`src/rtl/core/pctdec_pkg.sv`:
```
package pctdec_pkg;

    // Byte values and masks used by the decoder.
    localparam logic [7:0] PERCENT_CHAR = 8'h25;
    localparam logic [7:0] CASE_MASK    = 8'hDF;
    localparam logic [15:0] COUNT_MAX   = 16'hFFFF;

    // Codes for the number of bytes held back awaiting a possible escape.
    localparam logic [1:0] HELD_NONE = 2'd0;
    localparam logic [1:0] HELD_ONE  = 2'd1;
    localparam logic [1:0] HELD_TWO  = 2'd2;

    // Output queue sizing: one item can release up to three results.
    localparam int MAX_RESULTS = 3;
    localparam int Q_DEPTH     = 4;
    localparam int Q_IDX_W     = $clog2(Q_DEPTH);
    localparam int Q_CNT_W     = $clog2(Q_DEPTH + 1);

    typedef struct packed {
        logic [7:0]  data;
        logic        last;
        logic [15:0] count;
    } result_t;

    // True for 0-9, A-F and a-f.
    function automatic logic hex_digit(input logic [7:0] c);
        logic [7:0] u;
        u = c & CASE_MASK;
        return ((c >= 8'h30) && (c <= 8'h39)) || ((u >= 8'h41) && (u <= 8'h46));
    endfunction

    // Value of a hex digit: its low nibble, plus nine for the letters.
    function automatic logic [3:0] digit_value(input logic [7:0] c);
        return c[6] ? (c[3:0] + 4'd9) : c[3:0];
    endfunction

endpackage

```
`src/rtl/core/pctdec_step.sv`:
```
module pctdec_step (
    input  logic                           clk,
    input  logic                           rst_n,
    input  logic                           fire,
    input  logic [7:0]                     in_byte,
    input  logic                           in_last,
    output pctdec_pkg::result_t [2:0]      res,
    output logic [1:0]                     res_num
);
    import pctdec_pkg::*;

    logic [1:0]  held_count_reg, held_count_next;
    logic [7:0]  held0_reg, held0_next;
    logic [7:0]  held1_reg, held1_next;
    logic [15:0] total_reg, total_next;
    logic [15:0] total_inc;
    logic        is_hex;

    assign is_hex    = hex_digit(in_byte);
    assign total_inc = (total_reg < COUNT_MAX) ? (total_reg + 16'd1) : total_reg;

    always_comb
    begin
        res             = '0;
        res_num         = 2'd0;
        held_count_next = held_count_reg;
        held0_next      = held0_reg;
        held1_next      = held1_reg;
        total_next      = total_reg;

        unique case (held_count_reg)
            HELD_ONE:
            begin
                if (is_hex && !in_last)
                begin
                    held1_next      = in_byte;
                    held_count_next = HELD_TWO;
                end
                else
                begin
                    held_count_next = HELD_NONE;
                    res[res_num]    = '{data: held0_reg, last: 1'b0, count: 16'd0};
                    res_num         = res_num + 2'd1;
                    if ((in_byte == PERCENT_CHAR) && !in_last)
                    begin
                        held0_next      = in_byte;
                        held_count_next = HELD_ONE;
                    end
                    else
                    begin
                        res[res_num] = '{data: in_byte, last: in_last,
                                         count: in_last ? total_reg : 16'd0};
                        res_num      = res_num + 2'd1;
                    end
                end
            end
            HELD_TWO:
            begin
                held_count_next = HELD_NONE;
                if (is_hex)
                begin
                    total_next   = total_inc;
                    res[res_num] = '{data: {digit_value(held1_reg), digit_value(in_byte)},
                                     last: in_last, count: in_last ? total_inc : 16'd0};
                    res_num      = res_num + 2'd1;
                end
                else
                begin
                    res[res_num] = '{data: held0_reg, last: 1'b0, count: 16'd0};
                    res_num      = res_num + 2'd1;
                    res[res_num] = '{data: held1_reg, last: 1'b0, count: 16'd0};
                    res_num      = res_num + 2'd1;
                    if ((in_byte == PERCENT_CHAR) && !in_last)
                    begin
                        held0_next      = in_byte;
                        held_count_next = HELD_ONE;
                    end
                    else
                    begin
                        res[res_num] = '{data: in_byte, last: in_last,
                                         count: in_last ? total_reg : 16'd0};
                        res_num      = res_num + 2'd1;
                    end
                end
            end
            default:
            begin
                held_count_next = HELD_NONE;
                if ((in_byte == PERCENT_CHAR) && !in_last)
                begin
                    held0_next      = in_byte;
                    held_count_next = HELD_ONE;
                end
                else
                begin
                    res[res_num] = '{data: in_byte, last: in_last,
                                     count: in_last ? total_reg : 16'd0};
                    res_num      = res_num + 2'd1;
                end
            end
        endcase

        if (in_last)
        begin
            held_count_next = HELD_NONE;
            total_next      = 16'd0;
        end
    end

    always_ff @(posedge clk or negedge rst_n)
    begin
        if (!rst_n)
        begin
            held_count_reg <= HELD_NONE;
            total_reg      <= 16'd0;
        end
        else if (fire)
        begin
            held_count_reg <= held_count_next;
            total_reg      <= total_next;
        end
    end

    // The held bytes are only read once the held count says they were written.
    always_ff @(posedge clk)
    begin
        if (fire)
        begin
            held0_reg <= held0_next;
            held1_reg <= held1_next;
        end
    end

endmodule

```
`src/rtl/core/percent_escape_decoder_core.sv`:
```
// Percent-escape decoder: takes a string one byte per transfer, with in_last on its final
// byte, and replaces each '%' followed by two hex digits (either case) with the byte they
// spell; a '%' that is not followed by two hex digits within the same string passes
// through unchanged. The final output byte of each string carries out_last and, in
// escape_count, the number of escapes replaced in it (saturating at 65535). The block
// sustains one input byte per cycle while in_stall is low: an accepted byte is held in an
// input register, is decoded there, and its results (none, or up to three when held bytes
// are released) enter a four-entry output queue as that register advances. The input
// register advances whenever the queue, counting the entry leaving in that cycle, has room
// for the results of the byte it holds. Every byte either sits in the queue or is held back
// for a possible escape, and while the output side takes one transfer per cycle the two
// together never exceed three, so in_stall only rises when the output side holds off.
module percent_escape_decoder_core (
    input  logic        clk,
    input  logic        rst_n,
    input  logic        in_valid,
    output logic        in_stall,
    input  logic [7:0]  in_byte,
    input  logic        in_last,
    output logic        out_valid,
    input  logic        out_stall,
    output logic [7:0]  out_byte,
    output logic        out_last,
    output logic [15:0] escape_count
);
    import pctdec_pkg::*;

    // Input register.
    logic       in_valid_reg, in_valid_next;
    logic [7:0] in_byte_reg;
    logic       in_last_reg;
    logic       in_accept;
    logic       advance;

    // Results from the decode step.
    result_t [2:0] res;
    logic [1:0]    res_num;

    // Output queue: entry 0 is always the head.
    result_t [Q_DEPTH-1:0] q_reg, q_next;
    logic [Q_CNT_W-1:0]    q_count_reg, q_count_next;
    logic [Q_CNT_W-1:0]    q_base;
    logic                  q_pop;
    logic                  room;

    assign q_pop  = (q_count_reg != '0) && !out_stall;
    assign q_base = q_count_reg - Q_CNT_W'(q_pop);
    assign room   = ((q_base + Q_CNT_W'(res_num)) <= Q_CNT_W'(Q_DEPTH));

    assign advance   = in_valid_reg && room;
    assign in_stall  = in_valid_reg && !room;
    assign in_accept = in_valid && !in_stall;

    assign in_valid_next = in_accept ? 1'b1 : (advance ? 1'b0 : in_valid_reg);

    always_ff @(posedge clk or negedge rst_n)
    begin
        if (!rst_n)
        begin
            in_valid_reg <= 1'b0;
        end
        else
        begin
            in_valid_reg <= in_valid_next;
        end
    end

    always_ff @(posedge clk)
    begin
        if (in_accept)
        begin
            in_byte_reg <= in_byte;
            in_last_reg <= in_last;
        end
    end

    // The decode step holds the escape state and updates it as the input register advances.
    pctdec_step u_step (
        .clk     (clk),
        .rst_n   (rst_n),
        .fire    (advance),
        .in_byte (in_byte_reg),
        .in_last (in_last_reg),
        .res     (res),
        .res_num (res_num)
    );

    // Queue update: shift out the head on a pop, then append the new results behind
    // whatever remains.
    always_comb
    begin
        logic [Q_CNT_W-1:0] slot;
        q_next = q_reg;
        slot   = '0;
        if (q_pop)
        begin
            for (int i = 0; i < Q_DEPTH - 1; i++)
            begin
                q_next[i] = q_reg[i+1];
            end
        end
        if (advance)
        begin
            for (int i = 0; i < MAX_RESULTS; i++)
            begin
                slot = q_base + Q_CNT_W'(i);
                if (2'(i) < res_num)
                begin
                    q_next[slot[Q_IDX_W-1:0]] = res[i];
                end
            end
        end
        q_count_next = q_base + (advance ? Q_CNT_W'(res_num) : '0);
    end

    always_ff @(posedge clk or negedge rst_n)
    begin
        if (!rst_n)
        begin
            q_count_reg <= '0;
        end
        else
        begin
            q_count_reg <= q_count_next;
        end
    end

    always_ff @(posedge clk)
    begin
        q_reg <= q_next;
    end

    assign out_valid    = (q_count_reg != '0);
    assign out_byte     = q_reg[0].data;
    assign out_last     = q_reg[0].last;
    assign escape_count = q_reg[0].count;

    // The queue never holds more entries than it has.
    assert property (@(posedge clk) disable iff (!rst_n)
        q_count_reg <= Q_CNT_W'(Q_DEPTH))
        else $error("output queue count beyond its depth");

    // The escape count is only carried on the final byte of a string.
    assert property (@(posedge clk) disable iff (!rst_n)
        (out_valid && !out_last) |-> (escape_count == 16'd0))
        else $error("escape count on a byte that is not the last");

    // A lone queued entry taken with nothing arriving leaves the queue empty.
    assert property (@(posedge clk) disable iff (!rst_n)
        (q_count_reg == Q_CNT_W'(1) && q_pop && !advance) |=> !out_valid)
        else $error("output still valid after the queue drained");

    // Whenever the input register holds an item and the queue is empty, it advances.
    assert property (@(posedge clk) disable iff (!rst_n)
        (in_valid_reg && q_count_reg == '0) |-> !in_stall)
        else $error("input stalled with an empty output queue");

endmodule
```
`config.mk`:
```
export PLATFORM = sky130hd
export DESIGN_NAME = percent_escape_decoder_core
export DESIGN_NICKNAME = d
export VERILOG_FILES = /design/src/rtl/core/pctdec_pkg.sv /design/src/rtl/core/pctdec_step.sv /design/src/rtl/core/percent_escape_decoder_core.sv
export SDC_FILE = /design/constraint.sdc
export NUM_CORES = 1
export LEC_CHECK = 0
export ABC_AREA = 1
export BUFFER_PORTS_ARGS = -buffer_cell sky130_fd_sc_hd__buf_2
export CAP_MARGIN = 20
export CORE_MARGIN = 10
export CORE_UTILIZATION = 40
export DETAILED_ROUTE_END_ITERATION = 8
export GPL_ROUTABILITY_DRIVEN = 1
export PLACE_DENSITY = 0.52
export RECOVER_POWER = 50
export SYNTH_ARGS = -nofsm -noshare
export SYNTH_HDL_FRONTEND = slang
export SYNTH_HIERARCHICAL = 1
export SYNTH_SLANG_ARGS = --single-unit
```
`constraint.sdc`:
```
create_clock -name clk -period 5.7 [get_ports clk]
set_input_delay 1.14 -clock clk [delete_from_list [all_inputs] [get_ports clk]]
set_output_delay 1.14 -clock clk [all_outputs]
set_load 0.01 [all_outputs]
```
Word level (Yosys, flattened, before mapping). Index checks and enable logic that the tools add are counted.

Add/subtract/negate cells: 8. Magnitude comparators: 15. Equality and inequality tests: 5. Multiplexer cells: 49. Reduce and logical (&&, ||, !) cells: 23.

Operators with widths (number): $mux W100 (5); $bwmux W100 (3); $demux W25 S2 (3); $mux W25 (6); $mux W75 (2); $mux W50 (2); $pmux W25 S2 (2); $mux W16 (6); $mux W8 (3); $add A16 B1 Y16 const B (1); $lt A16 B16 Y1 const B (1); $pmux W8 S2 (1); $mux W2 (6); $logic_and A1 B1 Y1 (11); $lt A2 B3 Y1 const B (3); $reduce_and A3 Y1 (3); $add A4 B4 Y4 const B (2); $eq A8 B6 Y1 const B (1); $ge A8 B6 Y1 const B (1); $ge A8 B7 Y1 const B (1); $le A8 B6 Y1 const B (1); $le A8 B7 Y1 const B (1); $mux W4 (2); $pmux W2 S2 (2); other kinds (16) (31).

Register bits after elaboration: 147. Bits of input ports: 13. Output and inout bits: 27. Logic and storage cells: 120.

Logic depth before layout (Yosys ltp). Gate-level depths: netlist (run 1).

Depth in word-level cells: 16. Gate-level depth with buffers: 24. Gate-level depth less buffers: 22.

Cells and area by module. Netlist (run 1), hierarchy kept.

Modules (own cells, without submodules): percent_escape_decoder_core (instances 1, cells each 1567, area an instance 8783.4 µm², seq. area each 2622.5 µm²); pctdec_step (instances 1, cells each 454, area an instance 2929.1 µm², seq. area each 930.9 µm²).

Worst setup path before layout (run 1). Ideal clock, no wire load.

Path type: input-to-reg. Start: in out_stall. End: reg u_step.held0_reg[0] (enable). Data arrival time: 4724 ps. Data required time: 5330 ps. Path slack: 606 ps. Stages: 17. Path buffers: 4. Path through: inv_1 nand2_1 buf_2 buf_2 inv_1 ha_1 ha_1 inv_2 fa_1 or2_2 nand3_1 nand2_1 buf_2 buf_2 inv_1 inv_1 nor2_1.

Longest elaborated chain between the ends: 7.

Ends and longest elaborated chain: from (decl) (RTL line percent_escape_decoder_core.sv:21) `input logic out_stall,`; $logic_not A1 Y1 (RTL line percent_escape_decoder_core.sv:46) `assign q_pop = (q_count_reg != '0) && !out_stall;`; $logic_and A1 B1 Y1 (RTL line percent_escape_decoder_core.sv:46); $sub A3 B1 Y3 (RTL line percent_escape_decoder_core.sv:47) `assign q_base = q_count_reg - Q_CNT_W'(q_pop);`; $add A3 B2 Y3 (RTL line percent_escape_decoder_core.sv:48) `assign room = ((q_base + Q_CNT_W'(res_num)) <= Q_CNT_W'(Q_DEPTH));`; $le A3 B3 Y1 (RTL line percent_escape_decoder_core.sv:48); $logic_and A1 B1 Y1 (RTL line percent_escape_decoder_core.sv:50) `assign advance = in_valid_reg && room;`; via advance (RTL line percent_escape_decoder_core.sv:33) `logic advance;`; $reduce_and A3 Y1 (no line); to (signal assigned) (RTL line pctdec_step.sv:129) `held0_reg <= held0_next;`; to (decl) (RTL line pctdec_step.sv:13) `logic [7:0] held0_reg, held0_next;`.

The timed path passes the listed nets, and every way through them passes these cells. A chain may end at the register's enable or synchronous reset.

Worst setup path after layout (run 1).
Start: reg u_step.held_count_reg[0]. End: out in_stall.

Longest elaborated chain between the ends: 6.

Ends and longest elaborated chain: from (decl) (RTL line pctdec_step.sv:12) `logic [1:0] held_count_reg, held_count_next;`; from (signal assigned) (RTL line pctdec_step.sv:119) `held_count_reg <= held_count_next;`; $eq A2 B2 Y1 or $eq A2 B1 Y1 (tied branches) (RTL line pctdec_step.sv:31) `unique case (held_count_reg)`; $pmux W2 S2 * (RTL line pctdec_step.sv:31); via res_num[0] (RTL line percent_escape_decoder_core.sv:37) `logic [1:0] res_num;`; $add A3 B2 Y3 * (RTL line percent_escape_decoder_core.sv:48); $le A3 B3 Y1 * (RTL line percent_escape_decoder_core.sv:48); $logic_not A1 Y1 * (RTL line percent_escape_decoder_core.sv:51) `assign in_stall = in_valid_reg && !room;`; $logic_and A1 B1 Y1 * (RTL line percent_escape_decoder_core.sv:51); to (decl) (RTL line percent_escape_decoder_core.sv:17) `output logic in_stall,`.

Mark *: on every way through the listed nets, which the timed path passes. The rest lies on a longest branch.

==> flow_metrics.env, run 1 <==
export IMPL_diodes=0
export IMPL_synth_async_reset_ratio=0.150
export IMPL_firstDrtPassIters=7
export IMPL_power_leakage_nw=6.42
export IMPL_most_used_standard_cells_in_the_synthesized_netlist="sky130_fd_sc_hd__nand2_1 (774), sky130_fd_sc_hd__inv_1 (212), sky130_fd_sc_hd__nor2_1 (208), sky130_fd_sc_hd__nand3_1 (205), sky130_fd_sc_hd__o21ai_0 (120)"
export IMPL_drv_max_cap_violation_count=0
export IMPL_yosysTopAreaCell="sky130_fd_sc_hd__nand2_1"
export IMPL_cts_max_level=4
export IMPL_synthesis_nets=2048
export IMPL_clock_insertion_delay_at_the_later_pin_of_the_skew_report_ns=0.45
export IMPL_grt_first_pass_wirelength_mm=63.9
export IMPL_largest_register_ff_count=75
export IMPL_critical_path_endpoint_category="output port"
export IMPL_cts_hold_buffers=0
export IMPL_grt_overflow_total=0
export IMPL_synth_area_per_cell_sq_um=5.80
export IMPL_most_frequently_used_flop_master_after_synthesis="sky130_fd_sc_hd__dfxtp_1"
export IMPL_synth_top_family_by_area="simple AND/OR/NAND/NOR gates"
export IMPL_ant_nets=0
export IMPL_detailed_place_hpwl_mm=24.9
export IMPL_vias=12300
export IMPL_worstPathMaxFanout=23
export IMPL_final_nets=1993
export IMPL_yosys_warnings=6
export IMPL_initial_core_util=0.407
export IMPL_clock_tree_buffer_depth=2
export IMPL_synth_top_area_frac=0.248
export IMPL_run_status="finished, final reports clean"
export IMPL_final_hold_violation_count=0
export IMPL_post_synth_top_count_cell="sky130_fd_sc_hd__nand2_1"
export IMPL_maxClockFrequency_mhz=199
export IMPL_post_route_drc_count=0
export IMPL_placementRows=62
export IMPL_die_w_um=191
export IMPL_final_max_slew_viol_count=0
export IMPL_timing_slew_headroom=0.0363
export IMPL_worst_endpoint_required_ns=4.56
export IMPL_synthMuxAreaShare=0.000855
export IMPL_antenna_violations_before_repair=0
export IMPL_groute_usage_overall=0.223
export IMPL_yosysUniqueCellTypes=37
export IMPL_slowest_stage="sky130_fd_sc_hd__ha_1"
export IMPL_fraction_of_the_mapped_netlist_area_in_simple_logic_gates=0.424
export IMPL_critical_path_max_stage_delay_ns=0.72
export IMPL_postRouteWirelength_mm=40.7
export IMPL_register_clock_pin_slew_on_the_reported_worst_setup_and_hold_paths_ns=0.06
export IMPL_syn_to_final_growth_pct=6.73
export IMPL_rsz_0062_raised_after_global_routing="no"
export IMPL_numPortBuffers=39
export IMPL_finish_instance_area_sq_um=12500
export IMPL_critical_path_cell_chain="inv_1, ha_1, clkinv_1, o21ai_0, ha_1, fa_1, or2_2, nand4_1, inv_1, buf_2"
export IMPL_chipHeight_um=191
export IMPL_synth_area_sq_um=11700
export IMPL_power_density_cell_area_nw_per_um2=600
export IMPL_tritoncts="done"
export IMPL_post_synthesis_compound_gate_area_fraction=0.117
export IMPL_finalSetupViolCount=0
export IMPL_wl_per_cell_um=17.2
export IMPL_cts_buffers_inserted=17
export IMPL_detail_route_vias_per_cell=5.22
export IMPL_finalCriticalPeriod_ns=5.03
export IMPL_routabilityCongestion=0.859
export IMPL_tightest_hold_margin_ns=0.547
export IMPL_post_synth_inst_count=2021
export IMPL_cp_arrival_ns=3.89
export IMPL_final_period_utilization=0.882
export IMPL_synth_ff_latch_count=147
export IMPL_synth_xor_xnor_area_share=0.00823
export IMPL_root_buffer="sky130_fd_sc_hd__clkbuf_16"
export IMPL_ports_placed_on_the_boundary=40
export IMPL_post_cts_setup_buffer_count=0
export IMPL_cp_num_buf_inv=4
export IMPL_synthTopCellsByArea="sky130_fd_sc_hd__nand2_1 (25%), sky130_fd_sc_hd__dfxtp_1 (13%), sky130_fd_sc_hd__edfxtp_1 (13%)"
export IMPL_post_route_setup_tns_ns=0
export IMPL_drt_iter0_drc=1110
export IMPL_crit_path_start_kind="register"
export IMPL_final_setup_skew_ns=0.00842
export IMPL_dpl_instance_area_sq_um=11900
export IMPL_ctsResizeCount=0
export IMPL_grt_max_degree=153
export IMPL_cts_sink_count=147
export IMPL_synth_enable_flop_cells=50
export IMPL_seq_area_frac_synth=0.303
export IMPL_placeable_core_area_sq_um=28800
export IMPL_die_area_sq_um=36500
export IMPL_drive_above_1_share=0.0495
export IMPL_timing_hold_worst_class="register to register"
export IMPL_ir_drop_v=0.000738
export IMPL_synth_adder_area_share=0.0162
export IMPL_worstMarginPinSlew_ns=1.44
export IMPL_critical_path_class="register to output port"
export IMPL_timing_critical_path_max_delay_family="adder cells"
export IMPL_grt_pass1_vias=11200
## final timing paths
| kind | start | slack [ns] | end | depth (start not counted) |
|---|---|---|---|---|
| worst min register to register | u_step/total_reg[13] | 0.55 | u_step/total_reg[13] | 2 |
| worst min-delay path | u_step/total_reg[13] | 0.55 | u_step/total_reg[13] | 2 |
| min in group asynchronous | rst_n | 0.97 | u_step/total_reg[10] | 1 |
| max in group asynchronous | rst_n | 3.96 | q_count_reg[1] | 1 |
| worst max-delay path | u_step/held_count_reg[0] | 0.67 | in_stall | 10 |
| worst max register to register | u_step/held_count_reg[0] | 0.81 | out_last | 14 |
## placed cells by master, fill, tap and decap left out, types with 3 or more instances in the layout
cell type | synthesis | routed
sky130_fd_sc_hd__buf_4 | 26 | 15
sky130_fd_sc_hd__inv_1 | 212 | 213
sky130_fd_sc_hd__edfxtp_1 | 50 | 50
sky130_fd_sc_hd__nand3_1 | 205 | 205
sky130_fd_sc_hd__xnor2_1 | 3 | 3
sky130_fd_sc_hd__o22ai_1 | 5 | 5
sky130_fd_sc_hd__dfrtp_1 | 22 | 22
sky130_fd_sc_hd__clkinvlp_4 | 0 | 5
sky130_fd_sc_hd__clkinv_2 | 2 | 3
sky130_fd_sc_hd__o21ai_1 | 54 | 45
sky130_fd_sc_hd__nand2_4 | 2 | 4
sky130_fd_sc_hd__nor2_4 | 3 | 4
sky130_fd_sc_hd__a21oi_1 | 91 | 91
sky130_fd_sc_hd__nor3_1 | 3 | 3
sky130_fd_sc_hd__inv_2 | 13 | 12
sky130_fd_sc_hd__nand2_2 | 5 | 6
sky130_fd_sc_hd__dfxtp_1 | 75 | 75
sky130_fd_sc_hd__buf_2 | 38 | 13
sky130_fd_sc_hd__nand4_1 | 5 | 5
sky130_fd_sc_hd__clkbuf_16 | 0 | 17
sky130_fd_sc_hd__ha_1 | 12 | 12
sky130_fd_sc_hd__o21ai_0 | 120 | 129
sky130_fd_sc_hd__clkbuf_1 | 57 | 28
sky130_fd_sc_hd__bufinv_16 | 0 | 4
sky130_fd_sc_hd__nand2_1 | 774 | 771
sky130_fd_sc_hd__xor2_1 | 8 | 8
sky130_fd_sc_hd__nor2_1 | 208 | 208
sky130_fd_sc_hd__clkinv_1 | 1 | 3
## cell families after synthesis
family / Yosys count
simple gates: 1216
buf+inv: 361
compound gates: 271
flops: 147
fa+ha+maj: 14
xor+xnor: 11
mux: 1
## routing by layer
metal / vias to the layer above / track usage / part of all wire
li1: 6211 / - / -
met1: 5640 / 0.317 / 0.48
met2: 448 / 0.339 / 0.43
met3: 34 / 0.0415 / 0.084
met4: 0 / 0.0565 / 0.012
met5: - / 0 / 0
## area by class of cell
class                      count  area (sq um)
clock buffer                  18           429
clock inverter                14           188
multi-input combinational   1513          6660
fill                        3169         16300
sequential                   147          3550
tap                          384           480
inverter                     228           858
timing repair buffer          59           329
## metrics by stage
step	instances	setup slack (ns)	power, mW	util
floorplan	2021	0.606	5.28	-
global placement	2330	1.12	6.22	0.414
detailed placement	2330	0.990	6.28	0.414
CTS	2362	0.601	7.53	0.435
global route	2363	0.405	8.32	0.434
finish	2363	0.674	7.50	0.434
## worst reg2reg max path, cell delays in order (launching register included)
cell                       delay, ns
sky130_fd_sc_hd__dfrtp_1        0.35
sky130_fd_sc_hd__inv_1          0.06
sky130_fd_sc_hd__ha_1           0.72
sky130_fd_sc_hd__clkinv_1       0.48
sky130_fd_sc_hd__o21ai_0        0.52
sky130_fd_sc_hd__inv_1          0.26
sky130_fd_sc_hd__nand2_1        0.20
sky130_fd_sc_hd__nand2_1        0.07
sky130_fd_sc_hd__clkbuf_2       0.51
sky130_fd_sc_hd__inv_1          1.12
sky130_fd_sc_hd__a21oi_1        0.21
sky130_fd_sc_hd__nand2_1        0.13
sky130_fd_sc_hd__nand2_1        0.05
sky130_fd_sc_hd__nand2_1        0.05
sky130_fd_sc_hd__nand2_1        0.05
## power by group
group | internal, mW | switching [mW] | leakage, nW
registers | 1.65 | 0.262 | 1.39
logic | 1.40 | 2.97 | 4.74
clock network | 0.729 | 0.494 | 0.283
total | 3.78 | 3.73 | 6.42
Note: power is estimated with default switching activity, not from simulation.
==> inputs of run 2 (changes only) <==
PLACE_DENSITY = 0.53   (was 0.52)
SYNTH_HIERARCHICAL = default   (was 1)
==> flow_metrics.env, run 2 <==
export IMPL_fraction_of_the_mapped_netlist_area_in_simple_logic_gates=0.388
export IMPL_yosysUniqueCellTypes=42
export IMPL_nFillCells=2866
export IMPL_initial_core_util=0.408
export IMPL_crit_path_start_kind="register"
export IMPL_seq_power_share=0.240
export IMPL_grt_overflow_total=0
export IMPL_power_switching_share=0.494
export IMPL_synth_ff_latch_count=147
export IMPL_most_used_standard_cells_in_the_synthesized_netlist="sky130_fd_sc_hd__nand2_1 (527), sky130_fd_sc_hd__nand3_1 (175), sky130_fd_sc_hd__nor2_1 (171), sky130_fd_sc_hd__a21oi_1 (134), sky130_fd_sc_hd__inv_1 (87)"
export IMPL_yosys_warnings=0
export IMPL_drv_max_cap_violation_count=1
export IMPL_synthMuxAreaShare=0.0682
export IMPL_worstMarginPinSlew_ns=1.53
export IMPL_whs_endpoint="u_step.held0_reg[7]"
export IMPL_mostFrequentLayoutCells="sky130_fd_sc_hd__nand2_1 (528), sky130_fd_sc_hd__nand3_1 (175), sky130_fd_sc_hd__nor2_1 (170), sky130_fd_sc_hd__a21oi_1 (134), sky130_fd_sc_hd__inv_1 (89)"
export IMPL_worst_setup_slack_post_dpl_ns=1.31
export IMPL_die_area_sq_um=34600
export IMPL_power_frac_clock=0.143
export IMPL_die_w_um=186
export IMPL_final_period_utilization=0.863
export IMPL_synthesis_nets=1701
export IMPL_synth_top_family_by_area="simple AND/OR/NAND/NOR gates"
export IMPL_critical_path_max_stage_delay_ns=0.48
export IMPL_cts_sink_count=147
export IMPL_cp_arrival_ns=3.78
export IMPL_synth_area_sq_um=11000
export IMPL_failed_checks="max-capacitance violations, max-slew violations"
export IMPL_total_switching_power_mw=4.11
export IMPL_vias=11100
export IMPL_holdPathStages=0
export IMPL_wl_per_cell_um=19.8
export IMPL_synth_xor_xnor_area_share=0.00874
export IMPL_maxClockFrequency_mhz=203
export IMPL_rsz_0062_raised_after_global_routing="no"
export IMPL_finalNonFillerCells=1993
export IMPL_routabilityCongestion=0.878
export IMPL_final_max_slew_viol_count=21
export IMPL_most_frequent_standard_cell_in_the_layout_excluding_fill_and_tap_cells="sky130_fd_sc_hd__nand2_1"
export IMPL_power_leakage_nw=5.50
export IMPL_ports_placed_on_the_boundary=40
export IMPL_placeable_core_area_sq_um=27000
export IMPL_drive_above_1_share=0.103
export IMPL_run_status="complete, but fails checks"
export IMPL_timing_critical_path_max_delay_family="simple AND/OR/NAND/NOR gates"
export IMPL_synth_adder_area_share=0.0173
export IMPL_post_synthesis_compound_gate_area_fraction=0.103
export IMPL_synth_area_per_cell_sq_um=6.59
export IMPL_clock_tree_buffer_depth=2
export IMPL_grt_pass1_vias=10900
export IMPL_clock_insertion_delay_at_the_later_pin_of_the_skew_report_ns=0.45
export IMPL_root_buffer="sky130_fd_sc_hd__clkbuf_16"
export IMPL_firstDrtPassIters=6
export IMPL_final_hold_violation_count=0
export IMPL_ctsResizeCount=0
export IMPL_final_nets=1666
export IMPL_p_comb_frac=0.616
export IMPL_tritoncts="done"
export IMPL_postRouteWirelength_mm=39.5
export IMPL_cp_common_cell="sky130_fd_sc_hd__inv_1"
export IMPL_critical_path_endpoint_category="output port"
export IMPL_worst_r2r_path_depth=15
export IMPL_syn_to_final_growth_pct=6.91
export IMPL_finalSetupViolCount=0
export IMPL_post_synth_top_count_cell="sky130_fd_sc_hd__nand2_1"
export IMPL_finalCriticalPeriod_ns=4.92
export IMPL_largest_register_ff_count=75
export IMPL_ir_drop_v=0.000855
export IMPL_cts_max_level=4
export IMPL_worst_endpoint_required_ns=4.56
export IMPL_synthTopCellsByArea="sky130_fd_sc_hd__nand2_1 (18%), sky130_fd_sc_hd__dfxtp_1 (14%), sky130_fd_sc_hd__edfxtp_1 (14%)"
export IMPL_worst_r2r_startpoint="in_byte_reg[1]"
export IMPL_groute_usage_overall=0.233
export IMPL_grt_first_pass_wirelength_mm=62.0
export IMPL_r2r_end="q_reg[77]"
export IMPL_placementRows=60
export IMPL_post_route_drc_count=0
export IMPL_p_int_mw=4.21
export IMPL_antenna_violations_before_repair=0
export IMPL_numPortBuffers=39
export IMPL_worstPathMaxFanout=8
export IMPL_synth_async_reset_ratio=0.150
export IMPL_timing_hold_worst_start="in_byte_reg[7]"
export IMPL_detailed_place_hpwl_mm=24.5
export IMPL_drt_iter0_drc=974
export IMPL_diodes=0
export IMPL_final_setup_skew_ns=0.0122
export IMPL_critical_path_class="register to output port"
export IMPL_most_frequently_used_flop_master_after_synthesis="sky130_fd_sc_hd__dfxtp_1"
export IMPL_final_critical_path_setup_slack_ns=0.779
export IMPL_detail_route_vias_per_cell=5.55
export IMPL_ant_nets=0
export IMPL_critical_path_cell_chain="inv_1, ha_1, nand2_1, nor3_1, nand2_1, inv_1, nand2_1, nand2_1, inv_1, ha_1, inv_1, fa_1, inv_1, o21ai_0, nor2_1, buf_2"
export IMPL_numPlacedInstances=1961
export IMPL_cts_buffers_inserted=17
export IMPL_cts_hold_buffers=0
export IMPL_cp_num_buf_inv=6
export IMPL_timing_slew_headroom=-0.0202
export IMPL_slowest_stage="sky130_fd_sc_hd__edfxtp_1"
export IMPL_chipHeight_um=186
export IMPL_grt_max_degree=104
export IMPL_post_synth_inst_count=1674
export IMPL_power_density_cell_area_nw_per_um2=706
export IMPL_post_route_setup_tns_ns=0
export IMPL_synth_enable_flop_cells=50
export IMPL_register_clock_pin_slew_on_the_reported_worst_setup_and_hold_paths_ns=0.07
export IMPL_yosysTopAreaCell="sky130_fd_sc_hd__nand2_1"
export IMPL_post_cts_setup_buffer_count=0
export IMPL_seq_area_frac_synth=0.322
export IMPL_timing_hold_worst_class="register to register"
export IMPL_timing_reg2reg_setup_slack_ns=0.95
export IMPL_synth_top_area_frac=0.179
run 2: worst max-delay path by stage:
stage	cells past startpoint	end	slack [ns]	startpoint
2_1_floorplan	15	u_step.held_count_reg[0]	0.83	out_stall
3_5_place_dp	14	out_byte[3]	1.31	out_stall
3_3_place_gp	14	out_byte[1]	1.39	out_stall
6_report	16	in_stall	0.78	in_byte_reg[1]
4_1_cts	16	in_stall	1.04	in_byte_reg[1]
5_1_grt	16	in_stall	0.43	in_byte_reg[1]
run 2: final cells by class:
type                       instances  area, sq um  share of cell area
tap                              341          427              0.0362
clock buffer                      18          429              0.0364
inverter                          97          367              0.0311
sequential                       147         3550               0.301
multi-input combinational       1310         6470               0.549
timing repair buffer              66          383              0.0325
clock inverter                    14          161              0.0137
run 2: through the flow:
step                hold WS (ns)  utilization  area, sq um  power, mW
floorplan                  0.468            -        11000       5.80
global placement           0.530        0.416        11300       7.11
detailed placement         0.539        0.416        11300       7.13
CTS                        0.548        0.438        11800       8.34
global route               0.565        0.436        11800       9.12
finish                     0.528        0.436        11800       8.32
run 2: per-layer routing:
metal | vias to the layer above | share of wire | track usage
met5 | - | 0 | 0
met4 | 0 | 0.041 | 0.102
met3 | 108 | 0.064 | 0.0349
met2 | 444 | 0.48 | 0.395
met1 | 5148 | 0.42 | 0.286
li1 | 5364 | - | -
run 2: cell families after synthesis:
kind of cell | count (synthesis)
adders and majority gates | 14
buffers and inverters | 217
DFF | 147
xor gates and xnor gates | 11
muxes | 75
AOI/OAI and AO/OA | 218
and+or+nand+nor | 992
run 2: power by group through the flow:
stage / Sequential [mW] / Combinational [mW] / Clock [mW]
floorplan: 1.89 / 3.90 / 0
global placement: 2.02 / 5.09 / 0
detailed placement: 2.01 / 5.12 / 0
CTS: 2.00 / 5.13 / 1.21
global route: 2.04 / 5.84 / 1.24
finish: 2.00 / 5.13 / 1.19
==> inputs of run 3 (changes only) <==
clock period = 5.5 ns   (was 5.7 ns; I/O delays follow)
==> flow_metrics.env, run 3 (synthesized netlist as in run 2, its figures left out) <==
export IMPL_r2r_end="q_reg[99]"
export IMPL_tightest_hold_margin_ns=0.543
export IMPL_final_hold_violation_count=0
export IMPL_ctsResizeCount=0
export IMPL_finalCriticalPeriod_ns=4.71
export IMPL_holdPathStages=0
export IMPL_cts_sink_count=147
export IMPL_ant_nets=0
export IMPL_finalSetupViolCount=0
export IMPL_final_nets=1663
export IMPL_crit_path_start_kind="register"
export IMPL_grt_first_pass_wirelength_mm=60.8
export IMPL_critical_path_max_stage_delay_ns=0.92
export IMPL_top_layer="met4"
export IMPL_postRouteWirelength_mm=38.5
export IMPL_final_setup_skew_ns=0.0157
export IMPL_register_clock_pin_slew_on_the_reported_worst_setup_and_hold_paths_ns=0.07
export IMPL_detailroute_wirelength_met2_mm=18.4
export IMPL_grt_pass1_vias=10600
export IMPL_initial_core_util=0.408
export IMPL_power_density_cell_area_nw_per_um2=727
export IMPL_grt_max_degree=101
export IMPL_most_frequent_standard_cell_in_the_layout_excluding_fill_and_tap_cells="sky130_fd_sc_hd__nand2_1"
export IMPL_clock_insertion_delay_at_the_later_pin_of_the_skew_report_ns=0.45
export IMPL_cts_buffers_inserted=17
export IMPL_timing_hold_worst_class="register to register"
export IMPL_rsz_0062_raised_after_global_routing="no"
export IMPL_root_buffer="sky130_fd_sc_hd__clkbuf_16"
export IMPL_post_route_setup_tns_ns=0
export IMPL_placementRows=60
export IMPL_worstSetupEndpoint="q_reg[99]"
export IMPL_syn_to_final_growth_pct=6.56
export IMPL_grt_overflow_total=0
export IMPL_worst_r2r_startpoint="in_byte_reg[1]"
export IMPL_critical_path_endpoint_category="register"
export IMPL_chipHeight_um=186
export IMPL_worst_r2r_path_depth=15
export IMPL_cts_hold_buffers=0
export IMPL_cp_num_buf_inv=3
export IMPL_detailed_place_hpwl_mm=23.6
export IMPL_worst_endpoint_required_ns=5.80
export IMPL_clock_tree_buffer_depth=2
export IMPL_final_max_slew_viol_count=0
export IMPL_post_route_drc_count=0
export IMPL_worstPathMaxFanout=50
export IMPL_vias=11000
export IMPL_dpl_instance_area_sq_um=11200
export IMPL_run_status="finished, final reports clean"
export IMPL_cp_common_cell="sky130_fd_sc_hd__nand2_1"
export IMPL_ports_placed_on_the_boundary=40
export IMPL_crit_cells=15
export IMPL_largest_register_ff_count=75
export IMPL_final_core_util=0.435
export IMPL_critical_path_cell_chain="inv_1, ha_1, nand2_1, nor3_1, nand2_1, inv_1, nand2_1, nand2_4, nand2_2, nand2_1, clkbuf_1, nand2_1, o21ai_0, nand2_1, a21oi_1"
export IMPL_met3RoutedLength_mm=2.22
export IMPL_placeable_core_area_sq_um=27000
export IMPL_final_critical_path_setup_slack_ns=0.786
export IMPL_die_w_um=186
export IMPL_groute_usage_overall=0.226
export IMPL_ir_drop_v=0.000537
export IMPL_timing_reg2reg_setup_slack_ns=0.79
export IMPL_power_leakage_nw=5.46
export IMPL_cts_max_level=4
export IMPL_routabilityCongestion=0.874
export IMPL_drive_above_1_share=0.101
export IMPL_finish_instance_area_sq_um=11700
export IMPL_final_period_utilization=0.857
export IMPL_slowest_stage="sky130_fd_sc_hd__clkbuf_1"
export IMPL_worst_setup_slack_post_dpl_ns=1.39
export IMPL_firstDrtPassIters=5
export IMPL_wl_per_cell_um=19.4
export IMPL_worstMarginPinSlew_ns=1.40
export IMPL_diodes=0
export IMPL_detail_route_vias_per_cell=5.53
export IMPL_antenna_violations_before_repair=0
export IMPL_cp_arrival_ns=5.02
export IMPL_timing_slew_headroom=0.0671
export IMPL_maxClockFrequency_mhz=212
export IMPL_drv_max_cap_violation_count=0
export IMPL_timing_critical_path_max_delay_family="simple AND/OR/NAND/NOR gates"
export IMPL_crit_start="in_byte_reg[1]"
export IMPL_critical_path_class="register to register"
export IMPL_mostFrequentLayoutCells="sky130_fd_sc_hd__nand2_1 (526), sky130_fd_sc_hd__nand3_1 (175), sky130_fd_sc_hd__nor2_1 (170), sky130_fd_sc_hd__a21oi_1 (134), sky130_fd_sc_hd__inv_1 (89)"
export IMPL_m1WireLength_mm=16.6
export IMPL_drt_iter0_drc=954
export IMPL_numPortBuffers=39
export IMPL_post_cts_setup_buffer_count=0
export IMPL_tritoncts="done"
export IMPL_die_area_sq_um=34600
[run 3: area by class of cell]
type	instances	area (sq um)
fillers	2905	15300
multi-input cells	1310	6480
flip-flops and latches	147	3550
clock buffers	18	429
well taps	341	427
inverters	97	367
repair buffers	63	334
clock inverters	14	161
[run 3: worst min-delay path by stage]
stage / from / endpoint / slack (ns)
after floorplan: in_byte_reg[7] / u_step.held0_reg[7] / 0.47
after global placement: in_byte_reg[7] / u_step.held1_reg[7] / 0.53
after detailed placement: in_byte_reg[7] / u_step.held1_reg[7] / 0.53
after CTS: in_byte_reg[7] / u_step.held1_reg[7] / 0.54
after global routing: in_byte_reg[7] / u_step.held0_reg[7] / 0.55
final: in_byte_reg[7] / u_step.held0_reg[7] / 0.54
[run 3: metal layers]
layer	track usage	vias to the layer above
li1	-	5356
met4	0.101	0
met3	0.0335	88
met1	0.282	5163
met2	0.378	397
met5	0	-
[run 3: where the power goes]
part | total (mW) | switching (mW) | internal (mW)
Sequential | 2.06 | 0.294 | 1.77
Clock | 1.23 | 0.521 | 0.709
Combinational | 5.25 | 3.39 | 1.85
[run 3: through the flow]
step | std cells | power [mW]
finish | 1990 | 8.54
global route | 1990 | 9.36
CTS | 1990 | 8.59
detailed placement | 1958 | 7.34
global placement | 1958 | 7.28
floorplan | 1674 | 6.01
